File: src/sv/asc_pkg.sv
`default_nettype none
package asc_pkg;

   localparam int SITE_ENTRIES = 256;
   localparam int ADDR_ENTRIES = 1024;
   localparam int PROBE_WAYS   = 4;

   localparam int SBITS = $clog2(SITE_ENTRIES);
   localparam int ABITS = $clog2(ADDR_ENTRIES);
   localparam int IBITS = (SBITS > ABITS) ? SBITS : ABITS;
   localparam int WBITS = $clog2(PROBE_WAYS + 1);

   // mixed hash: only the low HBITS of the product feed the table indexes
   localparam int HBITS = 32 + IBITS;
   localparam int HALF  = (HBITS + 1) / 2;
   localparam logic [63:0] MIX_MUL = 64'h9E3779B97F4A7C15;

   localparam int CLR_ENTRIES = (SITE_ENTRIES > ADDR_ENTRIES) ? SITE_ENTRIES : ADDR_ENTRIES;
   localparam int CLRW        = $clog2(CLR_ENTRIES) + 1;

   localparam logic [31:0] MAX32 = 32'hFFFF_FFFF;
   localparam logic [47:0] MAX48 = 48'hFFFF_FFFF_FFFF;

   typedef enum logic [2:0] {
      STS_RECORDED = 3'd0,
      STS_IGNORED  = 3'd1,
      STS_FREE_HIT = 3'd2,
      STS_UNKNOWN  = 3'd3,
      STS_STALE    = 3'd4,
      STS_FULL     = 3'd5
   } sts_type;

   typedef struct packed {
      logic [31:0] live_count;
      logic [47:0] live_bytes;
      logic [31:0] total_count;
      logic [47:0] total_bytes;
   } cnt_type;

   typedef struct packed {
      logic        valid;
      logic [63:0] addr;
   } tag_type;

   typedef struct packed {
      logic        valid;
      logic [63:0] hash;
   } key_type;

   typedef struct packed {
      logic [SBITS-1:0] site;
      logic [31:0]      size;
      logic [30:0]      seq;
   } info_type;

   // credit one block of the given size, saturating every counter
   function automatic cnt_type cnt_credit(cnt_type c, logic [31:0] size);
      cnt_type     r;
      logic [48:0] lb;
      logic [48:0] tb;
      r  = c;
      lb = {1'b0, c.live_bytes} + 49'(size);
      tb = {1'b0, c.total_bytes} + 49'(size);
      r.live_bytes  = lb[48] ? MAX48 : lb[47:0];
      r.total_bytes = tb[48] ? MAX48 : tb[47:0];
      r.live_count  = (c.live_count == MAX32) ? MAX32 : c.live_count + 32'd1;
      r.total_count = (c.total_count == MAX32) ? MAX32 : c.total_count + 32'd1;
      return r;
   endfunction

   // debit one block, never going below zero
   function automatic cnt_type cnt_debit(cnt_type c, logic [31:0] size);
      cnt_type r;
      r = c;
      if (c.live_count != 32'd0) r.live_count = c.live_count - 32'd1;
      if (c.live_bytes >= 48'(size)) r.live_bytes = c.live_bytes - 48'(size);
      return r;
   endfunction

endpackage
`default_nettype wire

File: src/sv/asc_mix.sv
`default_nettype none
module asc_mix import asc_pkg::*; (
   input  wire logic              clock,
   input  wire logic              reset,
   input  wire logic              start,
   input  wire logic [63:0]       key,
   output logic                   done,
   output logic [HBITS-1:0]       mixed
);

   typedef enum logic [1:0] {M_IDLE, M_LOW, M_MID, M_HIGH} mst_type;

   localparam logic [HALF-1:0] C_LO = MIX_MUL[HALF-1:0];
   localparam logic [HALF-1:0] C_HI = MIX_MUL[2*HALF-1:HALF];

   mst_type            mst_ff;
   logic [2*HALF-1:0]  x_ff;
   logic [2*HALF-1:0]  acc_ff;
   logic               done_ff;
   logic [63:0]        xk;
   logic [2*HALF-1:0]  prod;
   logic [HALF-1:0]    mul_a;
   logic [HALF-1:0]    mul_b;

   assign xk = key ^ (key >> 29);

   // one partial product a cycle
   always_comb begin
      mul_a = x_ff[HALF-1:0];
      mul_b = C_LO;
      case (mst_ff)
         M_MID:   mul_a = x_ff[2*HALF-1:HALF];
         M_HIGH:  mul_b = C_HI;
         default: ;
      endcase
   end

   assign prod = (2*HALF)'(mul_a) * (2*HALF)'(mul_b);

   always_ff @(posedge clock) begin
      if (reset) begin
         mst_ff  <= M_IDLE;
         done_ff <= 1'b0;
      end else begin
         done_ff <= 1'b0;
         unique case (mst_ff)
            M_IDLE: if (start) begin
               x_ff   <= (2*HALF)'(xk[HBITS-1:0]);
               mst_ff <= M_LOW;
            end
            M_LOW: begin
               acc_ff <= prod;
               mst_ff <= M_MID;
            end
            M_MID: begin
               acc_ff <= acc_ff + {prod[HALF-1:0], {HALF{1'b0}}};
               mst_ff <= M_HIGH;
            end
            M_HIGH: begin
               acc_ff  <= acc_ff + {prod[HALF-1:0], {HALF{1'b0}}};
               done_ff <= 1'b1;
               mst_ff  <= M_IDLE;
            end
            default: mst_ff <= M_IDLE;
         endcase
      end
   end

   assign done  = done_ff;
   assign mixed = acc_ff[HBITS-1:0];

endmodule
`default_nettype wire

File: config.mk
export PLATFORM = sky130hd
export DESIGN_NAME = asc_mix
export DESIGN_NICKNAME = d
export VERILOG_FILES = /design/src/sv/asc_pkg.sv /design/src/sv/asc_mix.sv
export SDC_FILE = /design/constraint.sdc
export NUM_CORES = 1
export LEC_CHECK = 0
export ABC_AREA = 1
export ABC_CLOCK_PERIOD_IN_PS = 16129
export BUFFER_PORTS_ARGS = -buffer_cell sky130_fd_sc_hd__buf_2
export CORE_ASPECT_RATIO = 1.5
export CORE_UTILIZATION = 35
export DETAILED_ROUTE_END_ITERATION = 10
export PLACE_DENSITY = 0.51
export SLEW_MARGIN = 20
export SYNTH_ARGS = -nofsm -noshare
export SYNTH_HDL_FRONTEND = slang
export SYNTH_SLANG_ARGS = --single-unit
File: constraint.sdc
create_clock -name clock -period 16.13 [get_ports clock]
set_clock_uncertainty 0.2 [all_clocks]
set_input_delay 1.613 -clock clock [delete_from_list [all_inputs] [get_ports clock]]
set_output_delay 1.613 -clock clock [all_outputs]
set_load 0.1 [all_outputs]
After elaboration in Yosys (flattened, before gate mapping)
Index checks and enable logic that the tools add are counted.
{"block": "op_classes", "n_addsub": 1, "mul": 1, "n_eq_ne": 4, "n_mux": 6, "bitwise_logic": 2, "n_reduce_logical": 5}
{"operator": "$pmux W42 S2", "n": 1}
{"operator": "$add A42 B42 Y42", "n": 1}
{"operator": "$mul A21 B21 Y42", "n": 1}
{"operator": "$xor A42 B35 Y42", "n": 1}
{"operator": "$mux W21", "n": 1}
{"operator": "$mux W19", "n": 1}
{"operator": "$pmux W2 S4", "n": 1}
{"operator": "$eq A2 B2 Y1 const B", "n": 2}
{"operator": "$reduce_and A3 Y1", "n": 1}
{"operator": "$eq A2 B1 Y1 const B", "n": 1}
{"operator": "$logic_not A2 Y1", "n": 1}
{"operator": "$mux W2", "n": 1}
{"operator": "$ne A2 B2 Y1 const B", "n": 1}
{"operator": "$reduce_and A2 Y1", "n": 1}
{"operator": "$reduce_bool A2 Y1", "n": 1}
{"operator": "$reduce_or A2 Y1", "n": 1}
{"operator": "$mux W1", "n": 1}
{"operator": "$not A1 Y1", "n": 1}
{"block": "totals", "regBits": 87, "output_inout_bits": 43, "elab_cells": 23}

Logic depth before layout (Yosys ltp)
Gate-level depths: netlist (run 1).
{"block": "logic_depth", "depth_word": 5, "depth_mapped": 46}

Worst setup path after synthesis (run 1)
OpenSTA, ideal clock, no wires.
{"block": "synth_path", "path_kind": "reg-to-reg", "from": "reg mst_ff[0]", "to": "reg acc_ff[41] (netlist: mixed[41]) (data pin)", "t_arrival_ns": 7.550, "t_required_ns": 15.676, "setup_slack_ns": 8.126, "stages_incl_launch_ff": 41, "n_path_buf": 3, "path_cell_list": "dfxtp_1 -> inv_1 -> ha_1 -> buf_6 -> buf_8 -> buf_6 -> o21ai_2 -> inv_2 -> nor2_1 -> inv_1 -> fa_1 -> inv_1 -> fa_1 -> inv_1 -> fa_1 -> inv_1 -> fa_1 -> fa_1 -> [5 not listed] -> nand2_1 -> nor2_1 -> nand2_1 -> inv_1 -> nand2_1 -> nand3_1 -> xor2_1 -> ha_1 -> nand2_1 -> nand2_1 -> a21oi_1 -> o21bai_1 -> a21oi_1 -> nand3_1 -> inv_1 -> nand3_1 -> nand3_1 -> nand2_1"}
{"block": "synth_via", "elab_chain_cells": 5, "elab_cells_between_ends": 9, "classes_between": "1 x add/sub; 1 x mul; 3 x eq/ne; 3 x mux; 1 x reduce/logical"}
{"element": "start: declaration", "line_no": "asc_mix.sv:16", "text": "mst_type mst_ff;"}
{"element": "start signal: assignment", "line_no": "asc_mix.sv:42", "text": "mst_ff <= M_IDLE;"}
{"element": "start signal: assignment", "line_no": "asc_mix.sv:49", "text": "mst_ff <= M_LOW;"}
{"element": "start signal: assignment", "line_no": "asc_mix.sv:53", "text": "mst_ff <= M_MID;"}
{"element": "$eq A2 B2 Y1", "line_no": "asc_mix.sv:31, asc_mix.sv:46"}
{"element": "$mux W21 / $mux W19 (equally long branches)", "line_no": "asc_mix.sv:31", "text": "case (mst_ff)"}
{"element": "$mul A21 B21 Y42", "line_no": "asc_mix.sv:38", "text": "assign prod = (2*HALF)'(mul_a) * (2*HALF)'(mul_b);"}
{"element": "$add A42 B42 Y42", "line_no": "asc_mix.sv:56, asc_mix.sv:60"}
{"element": "$pmux W42 S2 *", "line_no": "asc_mix.sv:46", "text": "unique case (mst_ff)"}
{"element": "end signal: assignment", "line_no": "asc_mix.sv:52", "text": "acc_ff <= prod;"}
{"element": "end signal: assignment", "line_no": "asc_mix.sv:56", "text": "acc_ff <= acc_ff + {prod[HALF-1:0], {HALF{1'b0}}};"}
{"element": "end signal: assignment", "line_no": "asc_mix.sv:60", "text": "acc_ff <= acc_ff + {prod[HALF-1:0], {HALF{1'b0}}};"}
{"element": "end: declaration", "line_no": "asc_mix.sv:18", "text": "logic [2*HALF-1:0] acc_ff;"}
Mark *: on every way between the ends. The rest lies on a longest branch, timed or not.
A chain may end at the register's enable or synchronous reset.

Worst setup path in the final report (run 1)
Ends and elaborated chain as after synthesis.

==> results.yml, run 1 <==
synthesis:
  ys_ff_latch: 87
  yosysMostFrequentCell: "inv_1"
  synthTopCellsByArea: "fa_1 33%, ha_1 15%, edfxtp_1 15%, inv_1 10%, nand2_1 5.8%"
  syn_avg_cell_area_um2: 8.83
  synth_edf_count: 84
  synth_commonest_cells: "473 x inv_1, 278 x fa_1, 264 x nand2_1"
  syn-cell-area_um2: 17000
  synthArstFlopShare_pct: 0
  ys_types: 50
  synth.top_cell.area_share_pct: 32.7
  yosys.area.top_type: "fa_1"
  yosysSeqAreaShare_pct: 15.2
  syn_inst: 1927
  ys.flop_type: "edfxtp_1"
  synth_warnings: 0
global_route:
  grt_pass1_vias: 14200
  grt_max_degree: 43
  grtUsageTotal_pct: 23.3
  antenna_found_initial: 0
  grt_pass1_wl_um: 85000
  globalRoute.totalOverflow: 0
route:
  drt_iter0_drc: 610
  ant_nets: 0
  postRouteWirelength_um: 55300
  dr.pass1.iters: 6
  detail_route.wl_per_cell_um: 20.9
  drc: 0
  vias: 12900
  viasPerCell: 4.87
floorplan:
  die_h_um: 272
  fp.coreArea_um2: 47800
  initial_core_util_pct: 35.6
  io-pin-count: 110
  rows: 98
  die_area_um2: 49500
  die_w_um: 182
final_layout:
  insertedDiodeCount: 0
  nets: 2594
  drive_gt1_share_pct: 10.9
  n_fill_cell: 4982
  area_growth_pct: 9.56
clock_network:
  clk_pin_slew_ns: 0.08
  clockBufferDepth: 2
  insertion_delay_ns: 0.35
  postCtsSetupBuffers: 0
  cts_tree: "done"
  numCtsBuffers: 9
  cts.repair.resized: 0
  clkSinkCount: 87
  cts_root_buf: "clkbuf_16"
  ctsHoldBuffers: 0
  h-tree-depth: 3
timing:
  max_slew_margin_pct: 39.5
  finalSetupViolations: 0
  rsz0062_at_grt: "false"
  hold_viol_final: 0
  fmax_ghz: 0.107
  tns_ns: 0
  worst_pin_slew_ns: 0.898
  fin_crit_sh_pct: 57.7
  period_minus_slack_ns: 9.30
  drv_slew: 0
critical_path:
  worstReg2RegStart: "mst_ff[0]"
  path_max_fanout: 16
  worst_r2r_path_depth: 32
  cpMostUsedCell: "inv_1"
  critical_path_class: "reg -> reg"
  end_kind: "flip-flop"
  setup.worst_path.start: "mst_ff[0]"
  rrSetupSlack_ns: 6.83
  crit_required_ns: 16.03
  reg2reg_to: "mixed[41]"
  cp-endpoint: "mixed[41]"
  cp.arrival_ns: 9.21
  slowest_delay_ns: 0.67
  cp_slowest_cell: "fa_1"
  start_kind: "flip-flop"
placed_design:
  gp_congestion: 0.958
  hpwl_um: 49900
  io_buffers: 109
job:
  drv_cap: 0
run_status:
  outcome: "finished clean"
hold_path:
  hold_class: "reg -> reg"
## registers in the layout, summed over array words and instances (netlist names)
signal	count
done	1
mst_ff	2
x_ff	42
mixed	42
## worst min-delay path by stage
| stage | start | endpoint | slack [ns] | cells past startpoint |
|---|---|---|---|---|
| finish | mst_ff[1] | mst_ff[1] | 0.38 | 2 |
| global placement | mst_ff[1] | mst_ff[1] | 0.33 | 2 |
| detailed placement | mst_ff[1] | mst_ff[1] | 0.37 | 2 |
| CTS | mst_ff[1] | mst_ff[1] | 0.39 | 2 |
| global route | mst_ff[1] | mst_ff[1] | 0.43 | 2 |
| floorplan | mst_ff[1] | mst_ff[1] | 0.31 | 2 |
## worst max-delay path, delay by kind of cell, from the launching register on
kind | cells | cell delay (ns)
and+or+nand+nor | 9 | 1.38
adders and majority gates | 10 | 4.95
DFF | 1 | 0.40
xor gates and xnor gates | 1 | 0.39
buffers and inverters | 9 | 1.22
AOI/OAI and AO/OA | 3 | 0.48
## kinds of logic after synthesis
logic type	synth area share (%)
xor+xnor	3.66
buf+inv	11.5
mux	0.0809
simple gates	14.6
fa+ha+maj	47.9
other cells	0.0442
flops	15.2
compound gates	7.05
## metrics by stage
| stage | instance area (um2) | cells | hold slack [ns] | util [%] | setup WS (ns) |
|---|---|---|---|---|---|
| after floorplan | 17000 | 1929 | 0.314 | - | 8.13 |
| after global placement | 18300 | 2631 | 0.334 | 38.3 | 6.76 |
| after detailed placement | 18300 | 2631 | 0.373 | 38.3 | 6.77 |
| after CTS | 18600 | 2647 | 0.389 | 38.9 | 6.72 |
| after global routing | 18600 | 2648 | 0.432 | 39.0 | 6.28 |
| final | 18600 | 2648 | 0.383 | 39.0 | 6.83 |
## final cells by class
cell class	instances	area [um2]	area share [%]
inverters	494	1860	9.97
clock inverters	7	80.1	0.430
well taps	600	751	4.03
flip-flops and latches	87	2580	13.9
repair buffers	120	648	3.48
multi-input cells	1331	12500	67.0
clock buffers	9	225	1.21
## per-layer routing
metal  share of wire, %  GRT usage [%]
met5                  0              0
met3                2.0           1.60
met2                 56           45.5
met4                5.6           11.6
met1                 36           25.1
## layout by cell type (no fill, tap or decap), types with 8 or more instances in the layout
cell       netlist  layout
a21oi_1         79      79
buf_2            7     109
buf_4            0      10
clkbuf_16        0       9
edfxtp_1        84      84
fa_1           278     278
ha_1           206     206
inv_1          473     473
inv_2           20      20
nand2_1        264     264
nand3_1         67      67
nand3b_1         8       8
nand4_1          8       8
nor2_1         154     151
nor2_2          14      16
nor2_4           7       8
nor3_1          16      16
o21ai_0         66      66
o21ai_2         10      10
o21bai_1        16      16
or2_2           15      15
xor2_1          62      62
Power of run 1 is left out: the tool's default activity adds up to more than one toggle a clock period on the data nets, which glitch-free logic cannot reach.
==> run 2: changes to the inputs <==
--- a/config.mk
+++ b/config.mk
@@ -6,12 +6,12 @@
 export NUM_CORES = 1
 export LEC_CHECK = 0
 export ABC_AREA = 1
-export ABC_CLOCK_PERIOD_IN_PS = 16129
+export ABC_CLOCK_PERIOD_IN_PS = 7800
 export BUFFER_PORTS_ARGS = -buffer_cell sky130_fd_sc_hd__buf_2
 export CORE_ASPECT_RATIO = 1.5
 export CORE_UTILIZATION = 35
 export DETAILED_ROUTE_END_ITERATION = 10
-export PLACE_DENSITY = 0.51
+export PLACE_DENSITY = 0.53
 export SLEW_MARGIN = 20
 export SYNTH_ARGS = -nofsm -noshare
 export SYNTH_HDL_FRONTEND = slang
==> constraint.sdc (replaced) <==
create_clock -name clock -period 7.8 [get_ports clock]
set_clock_uncertainty 0.2 [all_clocks]
set_input_delay 0.78 -clock clock [delete_from_list [all_inputs] [get_ports clock]]
set_output_delay 0.78 -clock clock [all_outputs]
set_load 0.1 [all_outputs]
==> run 2 against run 1 <==
Effect of this change: the run now ends with negative setup slack left; critical path depth up 4; sequential share of layout area down 2.8 points; register-to-register slack worse by 6.9 ns; die area unchanged; final area up 25%; routed wire length up 7.7%; global-route usage up 1.7 points; highest routed layer unchanged; flip-flop and latch count unchanged; utilization up 9.7 points; fmax up 18%; cell count up 16%; count of clock-buffer cells in the layout unchanged.
==> results.yml, run 2 (synthesis gave the netlist of run 1 again) <==
route:
  drc: 0
  drt_iter0_drc: 710
  vias: 14600
  dr.pass1.iters: 5
  detail_route.wl_per_cell_um: 19.5
  viasPerCell: 4.77
  postRouteWirelength_um: 59500
  ant_nets: 0
final_layout:
  nets: 3006
  mostFrequentLayoutCells: "438 x inv_1, 403 x buf_4, 267 x fa_1"
  area_growth_pct: 36.8
  final_util_pct: 48.7
  register_area_um2: 2580
  insertedDiodeCount: 0
  n_fill_cell: 4570
  layout_commonest_cell: "inv_1"
  drive_gt1_share_pct: 34.4
  multi_input_area_um2: 13800
timing:
  fmax_ghz: 0.127
  tns_ns: -0.135
  fin_ws_ns: -0.0966
  hold_viol_final: 0
  period_minus_slack_ns: 7.90
  worst_pin_slew_ns: 0.830
  rsz0062_at_grt: "true"
  max_slew_margin_pct: 44.1
  fin_crit_sh_pct: 101
  drv_slew: 0
  finalSetupViolations: 2
clock_network:
  numCtsBuffers: 9
  insertion_delay_ns: 0.35
  ctsHoldBuffers: 0
  clockBufferDepth: 2
  clk_pin_slew_ns: 0.08
  clkSinkCount: 87
  cts_root_buf: "clkbuf_16"
  h-tree-depth: 3
  cts_tree: "done"
job:
  drv_cap: 0
critical_path:
  slowest_delay_ns: 0.59
  critical_path_class: "reg -> reg"
  worst_r2r_path_depth: 36
  path_max_fanout: 5
  cp.arrival_ns: 7.81
  rrSetupSlack_ns: -0.1
  start_kind: "flip-flop"
  worstReg2RegStart: "mst_ff[0]"
  cp_slowest_cell: "fa_2"
  end_kind: "flip-flop"
  crit_family: "adder cells"
  path_buf_inv: 9
  cpMostUsedCell: "inv_2"
  reg2reg_to: "mixed[41]"
  crit_required_ns: 7.72
hold_path:
  min_path_cells: 1
  hold_class: "in -> reg"
  hp-start: "key[38]"
  holdPathEnd: "x_ff[38]"
global_route:
  grt_max_degree: 43
  globalRoute.totalOverflow: 0
  antenna_found_initial: 0
  grt_pass1_wl_um: 91900
  grtUsageTotal_pct: 25.0
  grt_pass1_vias: 16100
placed_design:
  hpwl_um: 52600
  io_buffers: 109
  dp_worst_setup_slack_ns: -0.616
  gp_congestion: 0.991
floorplan:
  initial_core_util_pct: 35.6
  rows: 98
  die_h_um: 272
  io-pin-count: 110
  fp.coreArea_um2: 47800
  die_area_um2: 49500
  die_w_um: 182
run_status:
  violations: "negative setup slack"
  outcome: "complete, but fails checks"
==> run 2: cell type report <==
cell class	instances	area share (%)
clock buffers	9	0.968
clock inverters	7	0.543
inverters	494	8.05
multi-input cells	1331	59.4
flip-flops and latches	87	11.1
well taps	600	3.23
repair buffers	532	16.7
==> run 2: worst max path at each step <==
| stage | endpoint | from | cells past startpoint |
|---|---|---|---|
| 2_1_floorplan | mixed[41] | mst_ff[0] | 40 |
| 3_3_place_gp | mixed[41] | mst_ff[0] | 35 |
| 3_5_place_dp | mixed[40] | mst_ff[0] | 35 |
| 4_1_cts | mixed[40] | mst_ff[0] | 36 |
| 5_1_grt | mixed[41] | mst_ff[0] | 35 |
| 6_report | mixed[41] | mst_ff[0] | 36 |
==> run 2: stage by stage <==
| step | hold slack [ns] | cells | area [um2] |
|---|---|---|---|
| 2_1_floorplan | 0.314 | 1929 | 17000 |
| 3_3_place_gp | 0.406 | 2983 | 21000 |
| 3_5_place_dp | 0.393 | 2983 | 21000 |
| 4_1_cts | 0.407 | 3035 | 22500 |
| 5_1_grt | 0.426 | 3060 | 23300 |
| 6_report | 0.435 | 3060 | 23300 |
==> run 2: metal layers <==
layer  vias to the layer above  GRT usage [%]  wire [um]
li1                       6981              -          -
met1                      7147           26.7      21400
met2                       312           47.5      32200
met3                       149           1.89       1320
met4                         0           15.2       4600
met5                         -              0          0
==> run 2: repair_timing <==
item	CTS	global route
pin swaps	63	68
setup buffers	34	29
gates cloned	2	0
resized for setup	156	163
hold endpoints to repair	0	0
setup endpoints to repair	12	18
Power of run 2 is left out for the same reason.
==> run 3: changes to the inputs <==
--- a/config.mk
+++ b/config.mk
@@ -6,12 +6,12 @@
 export NUM_CORES = 1
 export LEC_CHECK = 0
 export ABC_AREA = 1
-export ABC_CLOCK_PERIOD_IN_PS = 7800
 export BUFFER_PORTS_ARGS = -buffer_cell sky130_fd_sc_hd__buf_2
 export CORE_ASPECT_RATIO = 1.5
 export CORE_UTILIZATION = 35
 export DETAILED_ROUTE_END_ITERATION = 10
 export PLACE_DENSITY = 0.53
+export SETUP_SLACK_MARGIN = 0.15
 export SLEW_MARGIN = 20
 export SYNTH_ARGS = -nofsm -noshare
 export SYNTH_HDL_FRONTEND = slang
==> run 3 against run 2 <==
Effect of this change: the run now ends clean; register-to-register slack improved by 0.10 ns; critical path depth increased by 1; fmax increased by 1.3%; non-clock buffer count decreased by 75; flip-flop and latch count unchanged; cell count decreased by 2.5%; via count decreased by 2.2%; largest cell class unchanged; global-route usage decreased by 0.70 points; setup slack improved by 0.10 ns; highest routed layer unchanged; count of clock-buffer cells in the layout increased by 1.
==> results.yml, run 3 (synthesis gave the netlist of run 1 again) <==
global_route:
  antenna_found_initial: 0
  globalRoute.totalOverflow: 0
  grt_pass1_wl_um: 88400
  grt_max_degree: 43
  grt_pass1_vias: 15700
  grtUsageTotal_pct: 24.3
critical_path:
  cp_slowest_cell: "fa_2"
  end_kind: "flip-flop"
  worst_r2r_path_depth: 37
  slowest_delay_ns: 0.54
  crit_required_ns: 7.72
  path_max_fanout: 7
  cpMostUsedCell: "inv_1"
  cp.arrival_ns: 7.72
  start_kind: "flip-flop"
  critical_path_class: "reg -> reg"
timing:
  fmax_ghz: 0.128
  rsz0062_at_grt: "true"
  fin_crit_sh_pct: 99.9
  hold_viol_final: 0
  worst_pin_slew_ns: 0.938
  max_slew_margin_pct: 36.8
  period_minus_slack_ns: 7.79
  drv_slew: 0
  finalSetupViolations: 0
final_layout:
  nets: 2931
  final_area_um2: 22500
  final_util_pct: 47.0
  mostFrequentLayoutCells: "452 x inv_1, 333 x buf_4, 271 x fa_1"
  insertedDiodeCount: 0
  layout_commonest_cell: "inv_1"
  drive_gt1_share_pct: 31.7
  area_growth_pct: 32.3
clock_network:
  insertion_delay_ns: 0.37
  clkSinkCount: 87
  numCtsBuffers: 9
  clockBufferDepth: 2
  cts_root_buf: "clkbuf_16"
  clk_pin_slew_ns: 0.07
  cts_tree: "done"
  ctsHoldBuffers: 0
  h-tree-depth: 3
route:
  drt_iter0_drc: 716
  vias: 14300
  ant_nets: 0
  postRouteWirelength_um: 57800
  detail_route.wl_per_cell_um: 19.4
  viasPerCell: 4.78
  drc: 0
  dr.pass1.iters: 5
run_status:
  outcome: "finished clean"
floorplan:
  initial_core_util_pct: 35.6
  fp.coreArea_um2: 47800
  die_h_um: 272
  die_area_um2: 49500
  die_w_um: 182
  io-pin-count: 110
  rows: 98
hold_path:
  hold_class: "reg -> reg"
  min_path_cells: 3
job:
  drv_cap: 0
placed_design:
  placed_area_um2: 20700
  io_buffers: 109
  gp_congestion: 1.03
  hpwl_um: 51400
==> run 3: repair_timing <==
item | 4_1_cts | 5_1_grt
gates cloned | 0 | 0
gates resized for setup | 119 | 156
setup endpoints to repair | 16 | 21
pin swaps | 52 | 47
buffers inserted | 20 | 15
==> run 3: per-layer routing <==
metal | track usage [%] | part of all wire, % | up-vias
li1 | - | - | 6816
met1 | 24.7 | 35 | 6974
met2 | 46.4 | 55 | 320
met3 | 1.74 | 1.9 | 158
met4 | 17.7 | 8.2 | 0
met5 | 0 | 0 | -
==> run 3: final timing paths <==
| kind | to | start | slack, ns |
|---|---|---|---|
| worst min register to register | mst_ff[0] | mst_ff[0] | 0.42 |
| worst max-delay path | mixed[41] | mst_ff[0] | 0.007 |
| worst max register to register | mixed[41] | mst_ff[0] | 0.007 |
| worst min-delay path | mst_ff[0] | mst_ff[0] | 0.42 |
==> run 3: area by class of cell <==
type | count | area (um2)
Clock buffer | 10 | 229
Clock inverter | 6 | 67.6
Fill cell | 4654 | 25300
Inverter | 494 | 1880
Multi-Input combinational cell | 1331 | 13700
Sequential cell | 87 | 2580
Tap cell | 600 | 751
Timing Repair Buffer | 457 | 3270
==> run 3: worst max-delay path: cells and delay by family, from the launching register on <==
kind / cells / cell delay [ns]
fa+ha+maj: 10 / 4.35
buf+inv: 11 / 0.91
simple gates: 14 / 1.32
xor+xnor: 1 / 0.15
flops: 1 / 0.32
mux: 1 / 0.26
==> run 3: metrics by stage <==
stage | setup TNS, ns | setup slack (ns) | cells | hold slack, ns
after floorplan | 0 | 0.147 | 1929 | 0.317
after global placement | -2.94 | -0.462 | 2933 | 0.411
after detailed placement | -3.28 | -0.501 | 2933 | 0.409
after CTS | 0 | 0.0589 | 2969 | 0.400
after global routing | -1.45 | -0.338 | 2985 | 0.406
final | 0 | 0.00653 | 2985 | 0.415
Power of run 3 is left out for the same reason.
